`config.mk`:
```
export PLATFORM = sky130hd
export DESIGN_NAME = char_lcd_write_formatter_flat
export DESIGN_NICKNAME = d
export VERILOG_FILES = /design/src/clwf_pkg.sv /design/src/clwf_in_if.sv /design/src/clwf_out_if.sv /design/src/char_lcd_write_formatter.sv /design/src/clwf_div10.sv /design/src/flat_wrapper.sv
export VERILOG_INCLUDE_DIRS = /design/src /design/src/src
export SDC_FILE = /design/constraint.sdc
export NUM_CORES = 1
export LEC_CHECK = 0
export BUFFER_PORTS_ARGS = -buffer_cell sky130_fd_sc_hd__buf_4
export CAP_MARGIN = 5
export CELL_PAD_IN_SITES_DETAIL_PLACEMENT = 2
export CELL_PAD_IN_SITES_GLOBAL_PLACEMENT = 2
export CORE_UTILIZATION = 38
export CTS_CLUSTER_DIAMETER = 150
export DETAILED_ROUTE_END_ITERATION = 12
export GPL_ROUTABILITY_DRIVEN = 0
export HOLD_SLACK_MARGIN = 0.15
export PLACE_DENSITY_LB_ADDON = 0.1
export SETUP_SLACK_MARGIN = 0.05
export SKIP_LAST_GASP = 1
export SLEW_MARGIN = 20
export SYNTH_ARGS = -nofsm -noshare
export SYNTH_HDL_FRONTEND = slang
export SYNTH_HIERARCHICAL = 1
export SYNTH_SLANG_ARGS = --single-unit
```
`constraint.sdc`:
```
create_clock -name clk -period 6.05 [get_ports clk]
set_input_delay 1.21 -clock clk [delete_from_list [all_inputs] [get_ports clk]]
set_output_delay 1.21 -clock clk [all_outputs]
set_load 0.02 [all_outputs]
```
`src/char_lcd_write_formatter_assert.svh`:
```
// Assertion macros for the character-LCD write formatter
`ifndef CHAR_LCD_WRITE_FORMATTER_ASSERT_SVH
`define CHAR_LCD_WRITE_FORMATTER_ASSERT_SVH

// same-cycle implication, clocked on clk, off during reset
`define CLWF_ASSERT_NOW(lbl, ante, cons, msg) \
  lbl: assert property (@(posedge clk) disable iff (!rst_n) (ante) |-> (cons)) else $error(msg);

// next-cycle implication, clocked on clk, off during reset
`define CLWF_ASSERT_NEXT(lbl, ante, cons, msg) \
  lbl: assert property (@(posedge clk) disable iff (!rst_n) (ante) |=> (cons)) else $error(msg);

`endif

```
`src/clwf_pkg.sv`:
```
// Package: types, codes and constants of the character-LCD write formatter
`default_nettype none

package clwf_pkg;

  localparam int CMD_W      = 2;
  localparam int VALUE_W    = 16;
  localparam int POS_W      = 8;
  localparam int BYTE_W     = 8;
  localparam int NIBBLE_W   = 4;
  localparam int CFG_IDX_W  = 1;
  localparam int CFG_DATA_W = 8;

  localparam int DIGITS     = 5;
  localparam int IDX_W      = 3;
  localparam int QUOT_W     = 13;
  localparam int REM_W      = 4;
  localparam int PROD_W     = 32;

  localparam logic [VALUE_W-1:0] DIV10_MAGIC = 16'hCCCD;
  localparam int                 DIV10_SHIFT = 19;

  localparam logic [BYTE_W-1:0] ASCII_ZERO     = 8'd48;
  localparam logic [BYTE_W-1:0] POS_BASE_RESET = 8'h80;
  localparam logic [BYTE_W-1:0] ROW2_OFFSET    = 8'h40;
  localparam logic [BYTE_W-1:0] ROW3_OFFSET    = 8'h14;
  localparam logic [BYTE_W-1:0] ROW4_OFFSET    = 8'h54;

  typedef enum logic [CMD_W-1:0] {
    CMD_COMMAND  = 2'd0,
    CMD_DATA     = 2'd1,
    CMD_POSITION = 2'd2,
    CMD_NUMBER   = 2'd3
  } cmd_t;

  typedef enum logic [CFG_IDX_W-1:0] {
    REG_FOUR_BIT = 1'b0,
    REG_POS_BASE = 1'b1
  } cfg_reg_t;

  typedef enum logic [1:0] {
    ST_IDLE,
    ST_DIV,
    ST_EMIT
  } state_t;

  function automatic logic [BYTE_W-1:0] row_offset(input logic [POS_W-1:0] row);
    logic [BYTE_W-1:0] off;
    case (row)
      8'd2:         off = ROW2_OFFSET;
      8'd3:         off = ROW3_OFFSET;
      8'd0, 8'd4:   off = ROW4_OFFSET;
      default:      off = '0;
    endcase
    return off;
  endfunction

endpackage

`default_nettype wire

```
`src/clwf_in_if.sv`:
```
// Request channel interface
`default_nettype none

interface clwf_in_if import clwf_pkg::*; ();
  logic               valid;
  logic               ready;
  logic [CMD_W-1:0]   cmd;
  logic [VALUE_W-1:0] value;
  logic [POS_W-1:0]   row;
  logic [POS_W-1:0]   column;

  modport source (output valid, cmd, value, row, column, input ready);
  modport sink   (input valid, cmd, value, row, column, output ready);
endinterface

`default_nettype wire

```
`src/clwf_out_if.sv`:
```
// Bus transfer channel interface
`default_nettype none

interface clwf_out_if import clwf_pkg::*; ();
  logic              valid;
  logic              ready;
  logic [BYTE_W-1:0] bus_value;
  logic              reg_select;
  logic              last_transfer;

  modport source (output valid, bus_value, reg_select, last_transfer, input ready);
  modport sink   (input valid, bus_value, reg_select, last_transfer, output ready);
endinterface

`default_nettype wire

```
`src/char_lcd_write_formatter.sv`:
```
// Character-LCD write formatter: turns requests into register-select/last-tagged bus transfers.
// A command, data or set-position request is accepted and then sends one transfer per cycle
// (one byte, or two nibbles in four-bit mode) while the output is not stalled. A print-number
// request is accepted, extracts one decimal digit per cycle through the divide-by-ten unit (one
// to five digits), then sends one transfer per cycle while the output is not stalled. The next
// item is taken once the last transfer sits in the output register.
`default_nettype none
`include "char_lcd_write_formatter_assert.svh"

module char_lcd_write_formatter import clwf_pkg::*; (
  input  logic                  clk,
  input  logic                  rst_n,
  clwf_in_if.sink               in_ch,
  clwf_out_if.source            out_ch,
  input  logic                  cfg_we,
  input  logic [CFG_IDX_W-1:0]  cfg_index,
  input  logic [CFG_DATA_W-1:0] cfg_data
);

  state_t             state_r, state_nxt;
  logic [IDX_W-1:0]   idx_r, idx_nxt;
  logic               nib_r, nib_nxt;
  logic               rs_r, rs_nxt;
  logic [VALUE_W-1:0] work_r, work_nxt;
  logic [BYTE_W-1:0]  byte_r [DIGITS];

  logic               four_bit_r;
  logic [BYTE_W-1:0]  pos_base_r;

  logic               out_valid_r, out_valid_nxt;
  logic [BYTE_W-1:0]  out_bus_r, out_bus_nxt;
  logic               out_rs_r, out_rs_nxt;
  logic               out_last_r, out_last_nxt;

  logic               buf_we;
  logic [IDX_W-1:0]   buf_addr;
  logic [BYTE_W-1:0]  buf_wdata;

  logic [QUOT_W-1:0]  div_q;
  logic [REM_W-1:0]   div_r;
  logic [BYTE_W-1:0]  cur_byte;
  logic [BYTE_W-1:0]  pos_addr;
  logic               in_accept;
  logic               slot_free;

  clwf_div10 u_div10 (
    .dividend  (work_r),
    .quotient  (div_q),
    .remainder (div_r)
  );

  assign in_ch.ready          = (state_r == ST_IDLE);
  assign in_accept            = in_ch.valid && in_ch.ready;
  assign out_ch.valid         = out_valid_r;
  assign out_ch.bus_value     = out_bus_r;
  assign out_ch.reg_select    = out_rs_r;
  assign out_ch.last_transfer = out_last_r;

  assign slot_free = !out_valid_r || out_ch.ready;
  assign cur_byte  = byte_r[idx_r];
  assign pos_addr  = pos_base_r + row_offset(in_ch.row) + in_ch.column - 8'd1;

  always_ff @(posedge clk) begin
    if (!rst_n) begin
      four_bit_r <= 1'b0;
      pos_base_r <= POS_BASE_RESET;
    end else if (cfg_we) begin
      unique case (cfg_index)
        REG_FOUR_BIT: four_bit_r <= cfg_data[0];
        REG_POS_BASE: pos_base_r <= cfg_data;
      endcase
    end
  end

  always_ff @(posedge clk) begin
    if (!rst_n) begin
      state_r     <= ST_IDLE;
      idx_r       <= '0;
      nib_r       <= 1'b0;
      out_valid_r <= 1'b0;
    end else begin
      state_r     <= state_nxt;
      idx_r       <= idx_nxt;
      nib_r       <= nib_nxt;
      out_valid_r <= out_valid_nxt;
    end
  end

  always_ff @(posedge clk) begin
    rs_r       <= rs_nxt;
    work_r     <= work_nxt;
    out_bus_r  <= out_bus_nxt;
    out_rs_r   <= out_rs_nxt;
    out_last_r <= out_last_nxt;
    if (buf_we) begin
      byte_r[buf_addr] <= buf_wdata;
    end
  end

  always_comb begin
    state_nxt     = state_r;
    idx_nxt       = idx_r;
    nib_nxt       = nib_r;
    rs_nxt        = rs_r;
    work_nxt      = work_r;
    out_valid_nxt = out_valid_r && !out_ch.ready;
    out_bus_nxt   = out_bus_r;
    out_rs_nxt    = out_rs_r;
    out_last_nxt  = out_last_r;
    buf_we        = 1'b0;
    buf_addr      = idx_r;
    buf_wdata     = in_ch.value[BYTE_W-1:0];

    unique case (state_r)
      ST_IDLE: begin
        if (in_accept) begin
          idx_nxt  = '0;
          nib_nxt  = 1'b0;
          buf_addr = '0;
          work_nxt = in_ch.value;
          unique case (cmd_t'(in_ch.cmd))
            CMD_COMMAND: begin
              buf_we    = 1'b1;
              rs_nxt    = 1'b0;
              state_nxt = ST_EMIT;
            end
            CMD_DATA: begin
              buf_we    = 1'b1;
              rs_nxt    = 1'b1;
              state_nxt = ST_EMIT;
            end
            CMD_POSITION: begin
              buf_we    = 1'b1;
              buf_wdata = pos_addr;
              rs_nxt    = 1'b0;
              state_nxt = ST_EMIT;
            end
            CMD_NUMBER: begin
              rs_nxt    = 1'b1;
              state_nxt = ST_DIV;
            end
          endcase
        end
      end
      ST_DIV: begin
        buf_we    = 1'b1;
        buf_wdata = ASCII_ZERO + BYTE_W'(div_r);
        work_nxt  = VALUE_W'(div_q);
        if (div_q == '0) begin
          state_nxt = ST_EMIT;
        end else begin
          idx_nxt = idx_r + IDX_W'(1);
        end
      end
      ST_EMIT: begin
        if (slot_free) begin
          out_valid_nxt = 1'b1;
          out_rs_nxt    = rs_r;
          if (four_bit_r && !nib_r) begin
            out_bus_nxt  = BYTE_W'(cur_byte[BYTE_W-1 -: NIBBLE_W]);
            out_last_nxt = 1'b0;
            nib_nxt      = 1'b1;
          end else begin
            out_bus_nxt  = four_bit_r ? BYTE_W'(cur_byte[NIBBLE_W-1:0]) : cur_byte;
            out_last_nxt = (idx_r == '0);
            nib_nxt      = 1'b0;
            if (idx_r == '0) begin
              state_nxt = ST_IDLE;
            end else begin
              idx_nxt = idx_r - IDX_W'(1);
            end
          end
        end
      end
      default: begin
        state_nxt = ST_IDLE;
      end
    endcase
  end

  `CLWF_ASSERT_NOW(a_idx_bound, 1'b1, idx_r < IDX_W'(DIGITS), "digit index past buffer")
  `CLWF_ASSERT_NEXT(a_byte_req, in_accept && in_ch.cmd != CMD_NUMBER,
                    state_r == ST_EMIT && idx_r == '0,
                    "byte request did not go straight to transfer")
  `CLWF_ASSERT_NEXT(a_num_req, in_accept && in_ch.cmd == CMD_NUMBER,
                    state_r == ST_DIV && idx_r == '0,
                    "number request did not start digit extraction")

endmodule

`default_nettype wire

```
`src/clwf_div10.sv`:
```
// Divide-by-ten unit: reciprocal multiply plus remainder fix-up
`default_nettype none

module clwf_div10 import clwf_pkg::*; (
  input  logic [VALUE_W-1:0] dividend,
  output logic [QUOT_W-1:0]  quotient,
  output logic [REM_W-1:0]   remainder
);

  logic [PROD_W-1:0]  prod;
  logic [VALUE_W-1:0] q_ext;
  logic [VALUE_W-1:0] q_times10;
  logic [VALUE_W-1:0] diff;

  // exact for every 16-bit dividend
  assign prod      = PROD_W'(dividend) * PROD_W'(DIV10_MAGIC);
  assign quotient  = prod[DIV10_SHIFT +: QUOT_W];
  assign q_ext     = VALUE_W'(quotient);
  assign q_times10 = (q_ext << 3) + (q_ext << 1);
  assign diff      = dividend - q_times10;
  assign remainder = diff[REM_W-1:0];

endmodule

`default_nettype wire

```
`src/flat_wrapper.sv`:
```
// flat-port wrapper written by rule: the top's interface ports become plain ports
module char_lcd_write_formatter_flat import clwf_pkg::*;
  (clk, rst_n, cfg_we, cfg_index, cfg_data, in_ch_valid, in_ch_cmd, in_ch_value, in_ch_row, in_ch_column, in_ch_ready, out_ch_valid, out_ch_bus_value, out_ch_reg_select, out_ch_last_transfer, out_ch_ready);
  clwf_in_if in_ch_i ();
  clwf_out_if out_ch_i ();
  input  logic clk;
  input  logic rst_n;
  input  logic cfg_we;
  input  logic [CFG_IDX_W-1:0] cfg_index;
  input  logic [CFG_DATA_W-1:0] cfg_data;
  input wire logic [$bits(in_ch_i.valid)-1:0] in_ch_valid;
  input wire logic [$bits(in_ch_i.cmd)-1:0] in_ch_cmd;
  input wire logic [$bits(in_ch_i.value)-1:0] in_ch_value;
  input wire logic [$bits(in_ch_i.row)-1:0] in_ch_row;
  input wire logic [$bits(in_ch_i.column)-1:0] in_ch_column;
  output wire logic [$bits(in_ch_i.ready)-1:0] in_ch_ready;
  output wire logic [$bits(out_ch_i.valid)-1:0] out_ch_valid;
  output wire logic [$bits(out_ch_i.bus_value)-1:0] out_ch_bus_value;
  output wire logic [$bits(out_ch_i.reg_select)-1:0] out_ch_reg_select;
  output wire logic [$bits(out_ch_i.last_transfer)-1:0] out_ch_last_transfer;
  input wire logic [$bits(out_ch_i.ready)-1:0] out_ch_ready;
  assign in_ch_i.valid = in_ch_valid;
  assign in_ch_i.cmd = in_ch_cmd;
  assign in_ch_i.value = in_ch_value;
  assign in_ch_i.row = in_ch_row;
  assign in_ch_i.column = in_ch_column;
  assign in_ch_ready = in_ch_i.ready;
  assign out_ch_valid = out_ch_i.valid;
  assign out_ch_bus_value = out_ch_i.bus_value;
  assign out_ch_reg_select = out_ch_i.reg_select;
  assign out_ch_last_transfer = out_ch_i.last_transfer;
  assign out_ch_i.ready = out_ch_ready;
  char_lcd_write_formatter u_core (.clk(clk), .rst_n(rst_n), .in_ch(in_ch_i), .out_ch(out_ch_i), .cfg_we(cfg_we), .cfg_index(cfg_index), .cfg_data(cfg_data));
endmodule
```
==> out/results.tsv, run 1 <==
metric	value	unit
grt_setup_unrepaired	yes	
max_cap_violations	0	
yosysWarningCount	6	
syn_area	8940	um2
numCtsBuffers	9	
cp_max_fo	6	
grt_max_degree	29	
min_path_type	reg2reg	
r2r_setup_slack	-1.22	ns
core	22800	um2
tritoncts	built	
syn_inst	831	
grt_overflow	0	
slew_headroom	9.81	%
period_share	120	%
multi_input_area	6200	um2
wl	34800	um
crit_required	6.12	ns
ant_nets	0	
end_kind	flip-flop	
clk_latency	0.36	ns
cts.htree.levels	3	
grt_pass1_wl	48600	um
drc	0	
drt_iter0_drc	252	
final_max_slew_viol_count	0	
final_hold_viol_count	0	
routed_via_density	5.31	
failed_checks	setup timing	
num_io_pins	60	
post_dp_cell_area	10600	um2
nets	1310	
clock_skew	0.0110	ns
hpwl	25400	um
die_area	24200	um2
synthArstFlopShare	0	%
worst_setup_path_start_kind	flip-flop	
synth_nets	1116	
arrival	7.34	ns
path_clk_slew	0.07	ns
ys.flop_type	edfxtp_1	
ys_ff_latch	86	
dieHeight	155	um
worst_pin_slew	1.34	ns
io_buffers	59	
yosysSeqAreaShare	26.7	%
cts_max_path_buffers	2	
synth_edf_count	67	
status	finished, violations left	
ctsHoldBuffers	0	
fin_crit	7.27	ns
finalSetupViolCount	34	
dr.pass1.iters	5	
final_area	11600	um2
netlist-cell-type-count	67	
drive_gt1_share	29.6	%
worst_slack	-1.22	ns
vias	7150	
fp.dieW	155	um
clock-sinks	86	
grtUsageTotal	27.6	%
hold_ws	0.449	ns
syn_area_per_cell	10.8	um2
initial_core_util	39.1	%
nFillCells	2378	
critical_path_class	reg2reg	
seq_area	2390	um2
grt_pass1_vias	8304	
antenna_found_initial	2	
root_buffer	clkbuf_16	
wl_per_cell	25.8	um
fmax	138	MHz
area_growth	29.5	%
std_cell_rows	55	
sequential cells by signal, summed over array words and instances (netlist names), named ones only:
signal / flops
u_core/byte_r: 40
u_core/state_r: 2
u_core/out_ch.bus_value: 8
u_core/rs_r: 1
u_core/out_ch.last_transfer: 1
u_core/work_r: 16
u_core/pos_base_r: 8
u_core/four_bit_r: 1
u_core/out_ch.reg_select: 1
u_core/nib_r: 1
u_core/idx_r: 3
u_core/out_ch.valid: 1
layout by cell type (no fill, tap or decap), types with 8 or more instances in the layout:
cell type and n:
ha_1 143, xnor2_1 11, nand3_1 18, xor2_1 8, buf_6 9, nand4_1 9
buf_4 189, mux4_2 8, nand2_1 29, dfxtp_1 19, fa_1 84, nor2_1 25
nor2b_1 9, o21ai_0 8, inv_1 195, a21oi_1 18, edfxtp_1 67, clkbuf_16 9
a21o_1 14, mux2_4 8
worst max-delay path, stage by stage (launching register included):
cell and delay (ns):
edfxtp_1 0.52, ha_1 0.38, inv_1 0.09, ha_1 0.31
inv_1 0.06, fa_1 0.48, inv_1 0.06, fa_1 0.55
fa_1 0.63, inv_1 0.10, fa_1 0.56, inv_1 0.06
ha_1 0.34, a21oi_2 0.22, inv_1 0.11, a221oi_4 0.27
nand2_2 0.13, xor2_4 0.19, ha_4 0.32, nand2_4 0.05
buf_4 0.15, and3b_1 0.19, nor2_1 0.15, nor3_1 0.11
nor4_4 0.30, xnor2_1 0.12, a222oi_1 0.36, inv_1 0.18
final timing paths:
check,start,endpoint,cells past startpoint
worst max-delay path,u_core/work_r[1],u_core/byte_r[4][3],27
worst min-delay path,u_core/rs_r,u_core/out_ch.reg_select,0
worst max register to register,u_core/work_r[1],u_core/byte_r[4][3],27
worst min register to register,u_core/rs_r,u_core/out_ch.reg_select,0
repair_timing:
| item | in CTS | in global routing |
|---|---|---|
| pin swaps | 31 | 40 |
| gates cloned | 0 | 0 |
| setup buffers | 9 | 18 |
| setup endpoints to repair | 34 | 34 |
| resized for setup | 47 | 43 |
cell usage after synthesis (5+ instances only):
cell type  count  area share (%)
clkbuf_1       9            0.38
xnor2_1       16             1.6
nor3_1         8            0.45
nor2b_1        9            0.63
o21ai_0        9            0.50
nor2_1        25             1.0
nand4_1        9            0.63
dfxtp_1       19             4.3
mux2i_1        5            0.56
a21boi_0       7            0.59
fa_1          85              19
mux2_2        14             1.8
buf_6          5            0.63
xor2_1        14             1.4
mux4_2         8             2.0
and2_1         5            0.35
nand2_1       31             1.3
edfxtp_1      67              22
a211oi_1       6            0.50
inv_1        201             8.4
nand3_1       20             1.1
a21o_1        14             1.2
a21oi_1       23             1.3
ha_1         152              21
stage by stage:
stage / util (%) / setup slack, ns / TNS [ns] / std cells
floorplan: - / -0.464 / -3.50 / 831
global placement: 46.3 / -0.874 / -11.53 / 1305
detailed placement: 46.3 / -1.24 / -18.14 / 1305
CTS: 49.1 / -1.14 / -15.39 / 1329
global route: 50.7 / -1.37 / -27.59 / 1343
finish: 50.7 / -1.22 / -22.75 / 1346
cells by family after synthesis:
logic type	Yosys count	share of synthesized area, %
fa+ha+maj	237	40.3
flops	86	26.7
compound gates	101	8.20
mux	27	4.34
xor+xnor	30	2.94
buf+inv	217	9.56
simple gates	133	7.93
area by class of cell:
type / instances / share of cell area [%]
flip-flops and latches: 86 / 20.6
clock inverters: 7 / 0.637
well taps: 313 / 3.38
diodes: 3 / 0.0648
repair buffers: 199 / 13.3
inverters: 201 / 6.53
multi-input cells: 528 / 53.5
clock buffers: 9 / 1.94
layer usage:
metal	global-route usage (%)	part of all wire [%]	vias up
li1	-	-	3178
met1	31.6	39	3662
met2	50.8	53	226
met3	5.18	4.1	84
met4	10.2	4.1	0
met5	0	0	-
Power of run 1 is left out: the tool's default activity adds up to more than one toggle a clock period on the data nets, which glitch-free logic cannot reach.
==> run 2, diff against run 1 <==
--- a/config.mk
+++ b/config.mk
@@ -10,7 +10,7 @@
 export CAP_MARGIN = 5
 export CELL_PAD_IN_SITES_DETAIL_PLACEMENT = 2
 export CELL_PAD_IN_SITES_GLOBAL_PLACEMENT = 2
-export CORE_UTILIZATION = 38
+export CORE_UTILIZATION = 43
 export CTS_CLUSTER_DIAMETER = 150
 export DETAILED_ROUTE_END_ITERATION = 12
 export GPL_ROUTABILITY_DRIVEN = 0
==> constraint.sdc (replaced) <==
create_clock -name clk -period 9.1 [get_ports clk]
set_input_delay 1.82 -clock clk [delete_from_list [all_inputs] [get_ports clk]]
set_output_delay 1.82 -clock clk [all_outputs]
set_load 0.02 [all_outputs]
==> run 2 against run 1 <==
Against the previous run: the run now ends clean; die area down 11%; flip-flop and latch count unchanged; final cell count fell by 14%; clock-buffer cell count grew 1; setup slack gained 2.3 ns; utilization is 1.6 points lower; hold slack got worse by 0.0072 ns; sequential share of layout area is 3.4 points higher; via count shrank 12%; wire length decreased by 21%.
==> out/results.tsv, run 2 (synthesis gave the netlist of run 1 again) <==
metric	value	unit	change
critical_path_class	reg2reg		
num_io_pins	60		unchanged
clock_skew	0.00573	ns	-0.00528 ns
initial_core_util	44.1	%	+4.9 points
root_buffer	clkbuf_16		
routed_via_density	5.41		+1.9%
cts.htree.levels	3		unchanged
end_kind	flip-flop		
crit_required	9.18	ns	+3.06 ns
dieHeight	146	um	-5.9%
postCtsSetupRepairBufs	0		-9
worst_pin_slew	1.03	ns	-0.312 ns
grtUsageTotal	27.0	%	-0.57 points
slew_headroom	31.6	%	+22 points
registers.top_by_ff_count	u_core/byte_r		
path_clk_slew	0.07	ns	about the same
cp_max_fo	5		-1
grt_setup_unrepaired	no		
dr.pass1.iters	4		-1
worst_setup_path_start_kind	flip-flop		
io_buffers	59		unchanged
largest_reg_flops	40		unchanged
status	completed		
final.setup.tns	0	ns	+22.75 ns
grt_overflow	0		unchanged
finalSetupViolCount	0		-100%
fin_crit	8.02	ns	+0.748 ns
max_cap_violations	0		unchanged
ctsHoldBuffers	0		unchanged
drive_gt1_share	12.6	%	-17 points
drt_iter0_drc	248		-1.6%
cts_max_path_buffers	2		unchanged
antenna_found_initial	0		-2
top_regs	u_core/byte_r: 40 flops, u_core/work_r: 16 flops		
grt_max_degree	29		unchanged
tritoncts	built		
nets	1174		-10%
grt_pass1_vias	7396		-11%
nFillCells	2112		-11%
area_growth	11.4	%	
clock-sinks	86		unchanged
wl_per_cell	23.5	um	-9.0%
hold_ws	0.442	ns	-0.00721 ns
hpwl	23600	um	-7.3%
std_cell_rows	52		-5.5%
drc	0		unchanged
final_common_cell	inv_1		
final_hold_viol_count	0		unchanged
ant_nets	0		unchanged
vias	6299		-12%
final_max_slew_viol_count	0		unchanged
fp.dieW	146	um	-5.9%
clk_latency	0.36	ns	about the same
antennaDiodeCount	0		-3
numCtsBuffers	9		unchanged
wl	27300	um	-21%
fmax	125	MHz	-9.3%
die_area	21400	um2	-11%
min_path_type	reg2reg		
grt_pass1_wl	43000	um	-11%
layout_common_cells	inv_1, ha_1, fa_1		
arrival	8.10	ns	+0.76 ns
period_share	88.1	%	-32 points
core	20300	um2	-11%
cts_resized	0		-100%
==> run 2: area by class of cell <==
| class | instances | area [um2] | share of cell area [%] |
|---|---|---|---|
| multi-input cells | 528 | 5700 | 57.2 |
| flip-flops and latches | 86 | 2390 | 24.0 |
| inverters | 201 | 754 | 7.57 |
| repair buffers | 63 | 473 | 4.75 |
| well taps | 270 | 338 | 3.39 |
| clock buffers | 10 | 250 | 2.51 |
| clock inverters | 6 | 57.6 | 0.578 |
==> run 2: critical path, cell delays in order (launching register included) <==
cell,delay [ns]
edfxtp_1,0.57
ha_1,0.48
inv_1,0.08
fa_1,0.49
inv_1,0.05
fa_1,0.58
fa_1,0.46
fa_1,0.50
inv_1,0.06
fa_1,0.54
inv_1,0.04
ha_1,0.31
a21o_1,0.17
a21o_1,0.21
a221oi_1,0.71
nand2_1,0.17
xor2_1,0.22
ha_1,0.36
nand2_1,0.12
and2_1,0.19
a32o_1,0.27
mux2_2,0.27
nor4_1,0.27
xnor2_1,0.11
a222oi_1,0.34
inv_1,0.17
==> run 2: layer usage <==
layer / vias up / global-route usage (%) / wire length [um]
met3: 33 / 3.75 / 929
li1: 2916 / - / -
met1: 3231 / 33.0 / 11500
met2: 119 / 49.8 / 14300
met4: 0 / 6.77 / 570
met5: - / 0 / 0
==> run 2: stage by stage <==
| step | worst slack, ns | util (%) | area (um2) | cells |
|---|---|---|---|---|
| after floorplan | 2.47 | - | 8940 | 831 |
| after global placement | 1.49 | 47.6 | 9650 | 1148 |
| after detailed placement | 1.15 | 47.6 | 9650 | 1148 |
| after CTS | 1.13 | 49.1 | 9960 | 1164 |
| after global routing | 0.806 | 49.1 | 9960 | 1164 |
| final | 1.08 | 49.1 | 9960 | 1164 |
==> run 2: worst paths after layout <==
check	start	cells after the start	to	slack, ns
setup reg to reg	u_core/work_r[7]	25	u_core/byte_r[1][3]	1.08
setup / recovery	u_core/work_r[7]	25	u_core/byte_r[1][3]	1.08
hold reg to reg	u_core/rs_r	0	u_core/out_ch.reg_select	0.44
hold / removal	u_core/rs_r	0	u_core/out_ch.reg_select	0.44
Power of run 2 is left out for the same reason.
==> run 3, diff against run 2 <==
--- a/config.mk
+++ b/config.mk
@@ -11,13 +11,13 @@
 export CELL_PAD_IN_SITES_DETAIL_PLACEMENT = 2
 export CELL_PAD_IN_SITES_GLOBAL_PLACEMENT = 2
 export CORE_UTILIZATION = 43
+export CTS_BUF_LIST = sky130_fd_sc_hd__clkbuf_8
 export CTS_CLUSTER_DIAMETER = 150
 export DETAILED_ROUTE_END_ITERATION = 12
 export GPL_ROUTABILITY_DRIVEN = 0
 export HOLD_SLACK_MARGIN = 0.15
 export PLACE_DENSITY_LB_ADDON = 0.1
 export SETUP_SLACK_MARGIN = 0.05
-export SKIP_LAST_GASP = 1
 export SLEW_MARGIN = 20
 export SYNTH_ARGS = -nofsm -noshare
 export SYNTH_HDL_FRONTEND = slang
==> run 3 against run 2 <==
Against the previous run: final cell count did not move; register-to-register slack got worse by 0.12 ns; maximum frequency fell by 1.5%; setup slack got worse by 0.12 ns; critical path depth did not move; clock skew rose by 0.0049 ns; via count rose by 0.62%; global-route usage barely moved; wire length rose by 0.14%; die area did not move; largest cell class unchanged; sequential share of layout area rose by 0.23 points; utilization fell by 0.47 points.
==> out/results.tsv, run 3 (synthesis gave the netlist of run 1 again) <==
metric	value	unit	change
status	completed		
nFillCells	2124		+0.57%
grtUsageTotal	27.1	%	about the same
wl	27400	um	+0.14%
critical_path_class	reg2reg		
cts_max_path_buffers	2		unchanged
largest_reg_flops	40		unchanged
grt_pass1_vias	7443		+0.64%
hold_ws	0.450	ns	+0.00874 ns
worst_setup_path_start_kind	flip-flop		
ant_nets	0		unchanged
top_regs	u_core/byte_r: 40 flops, u_core/work_r: 16 flops		
final_max_slew_viol_count	0		unchanged
final_hold_viol_count	0		unchanged
arrival	8.25	ns	+0.15 ns
post_dp_cell_area	9650	um2	unchanged
r2r_cells	25		unchanged
dr.pass1.iters	4		unchanged
antennaDiodeCount	0		unchanged
drc	0		unchanged
reg2reg_to	u_core/byte_r[3][3]		
path_clk_slew	0.10	ns	+0.03 ns
min_from	u_core/rs_r		
area_growth	10.3	%	
max_cap_violations	0		unchanged
hpwl	23600	um	unchanged
final_cell_count_no_fill	1164		unchanged
r2r_setup_slack	0.96	ns	-0.12 ns
fmax	123	MHz	-1.5%
core	20300	um2	unchanged
crit_required	9.21	ns	+0.03 ns
min_path_type	reg2reg		
postCtsSetupRepairBufs	0		unchanged
final_common_cell	inv_1		
hold-path-endpoint	u_core/out_ch.reg_select		
slew_headroom	26.1	%	-5.5 points
wl_per_cell	23.5	um	+0.14%
final.setup.tns	0	ns	unchanged
clk_latency	0.38	ns	+0.02 ns
root_buffer	clkbuf_8		
cts.htree.levels	3		unchanged
cp_max_fo	6		+1
initial_core_util	44.1	%	unchanged
cts_resized	0		unchanged
rr_startpoint	u_core/work_r[3]		
numCtsBuffers	9		unchanged
finalSetupViolCount	0		unchanged
period_share	89.4	%	+1.3 points
grt_max_degree	29		unchanged
startpoint	u_core/work_r[3]		
fp.dieW	146	um	unchanged
worst_pin_slew	1.11	ns	+0.0825 ns
drive_gt1_share	12.6	%	unchanged
vias	6338		+0.62%
clock_skew	0.0107	ns	+0.00493 ns
routed_via_density	5.45		+0.62%
grt_setup_unrepaired	no		
final_area	9870	um2	-0.97%
registers.top_by_ff_count	u_core/byte_r		
nets	1174		unchanged
grt_overflow	0		unchanged
fin_crit	8.14	ns	+0.121 ns
num_io_pins	60		unchanged
tritoncts	built		
dieHeight	146	um	unchanged
drt_iter0_drc	270		+8.9%
die_area	21400	um2	unchanged
grt_pass1_wl	43000	um	-0.11%
end_kind	flip-flop		
clock-sinks	86		unchanged
hold_depth	0		unchanged
std_cell_rows	52		unchanged
antenna_found_initial	0		unchanged
layout_common_cells	inv_1, ha_1, fa_1		
dp.cells	1148		unchanged
io_buffers	59		unchanged
ctsHoldBuffers	0		unchanged
[run 3: metal layers]
layer / vias to the layer above / part of all wire [%] / GRT usage (%)
met5: - / 0 / 0
met4: 0 / 2.4 / 8.07
met3: 43 / 3.8 / 3.81
met2: 141 / 52 / 49.5
met1: 3245 / 42 / 32.8
li1: 2909 / - / -
[run 3: layout make-up]
class | instances | area [um2] | area share, %
timing repair buffer | 63 | 473 | 4.79
sequential | 86 | 2390 | 24.2
inverter | 201 | 754 | 7.65
multi-input combinational | 528 | 5700 | 57.8
clock buffer | 9 | 124 | 1.26
clock inverter | 7 | 87.6 | 0.888
tap | 270 | 338 | 3.42
[run 3: how the worst max path moves through the flow]
stage	to	slack [ns]	cells after the start
after global routing	u_core/byte_r[3][3]	0.75	25
after floorplan	u_core/byte_r[0][3]	2.47	25
after detailed placement	u_core/byte_r[4][3]	1.15	25
after CTS	u_core/byte_r[3][3]	1.08	25
after global placement	u_core/byte_r[4][3]	1.49	25
final	u_core/byte_r[3][3]	0.96	25
[run 3: worst max-delay path, stage by stage (launching register included)]
cell	delay (ns)
edfxtp_1	0.57
ha_1	0.44
inv_1	0.09
fa_1	0.51
inv_1	0.05
fa_1	0.59
fa_1	0.46
fa_1	0.50
inv_1	0.06
fa_1	0.54
inv_1	0.04
ha_1	0.30
a21o_1	0.17
a21o_1	0.21
a221oi_1	0.78
nand2_1	0.17
xor2_1	0.31
ha_1	0.22
xnor2_1	0.14
and2_1	0.21
a32o_1	0.27
mux2_2	0.27
nor4_1	0.27
xnor2_1	0.13
a222oi_1	0.38
inv_1	0.17
[run 3: per-stage QoR]
| stage | util [%] | worst slack, ns |
|---|---|---|
| 2_1_floorplan | - | 2.47 |
| 3_3_place_gp | 47.6 | 1.49 |
| 3_5_place_dp | 47.6 | 1.15 |
| 4_1_cts | 48.6 | 1.08 |
| 5_1_grt | 48.6 | 0.751 |
| 6_report | 48.6 | 0.960 |
Power of run 3 is left out for the same reason.
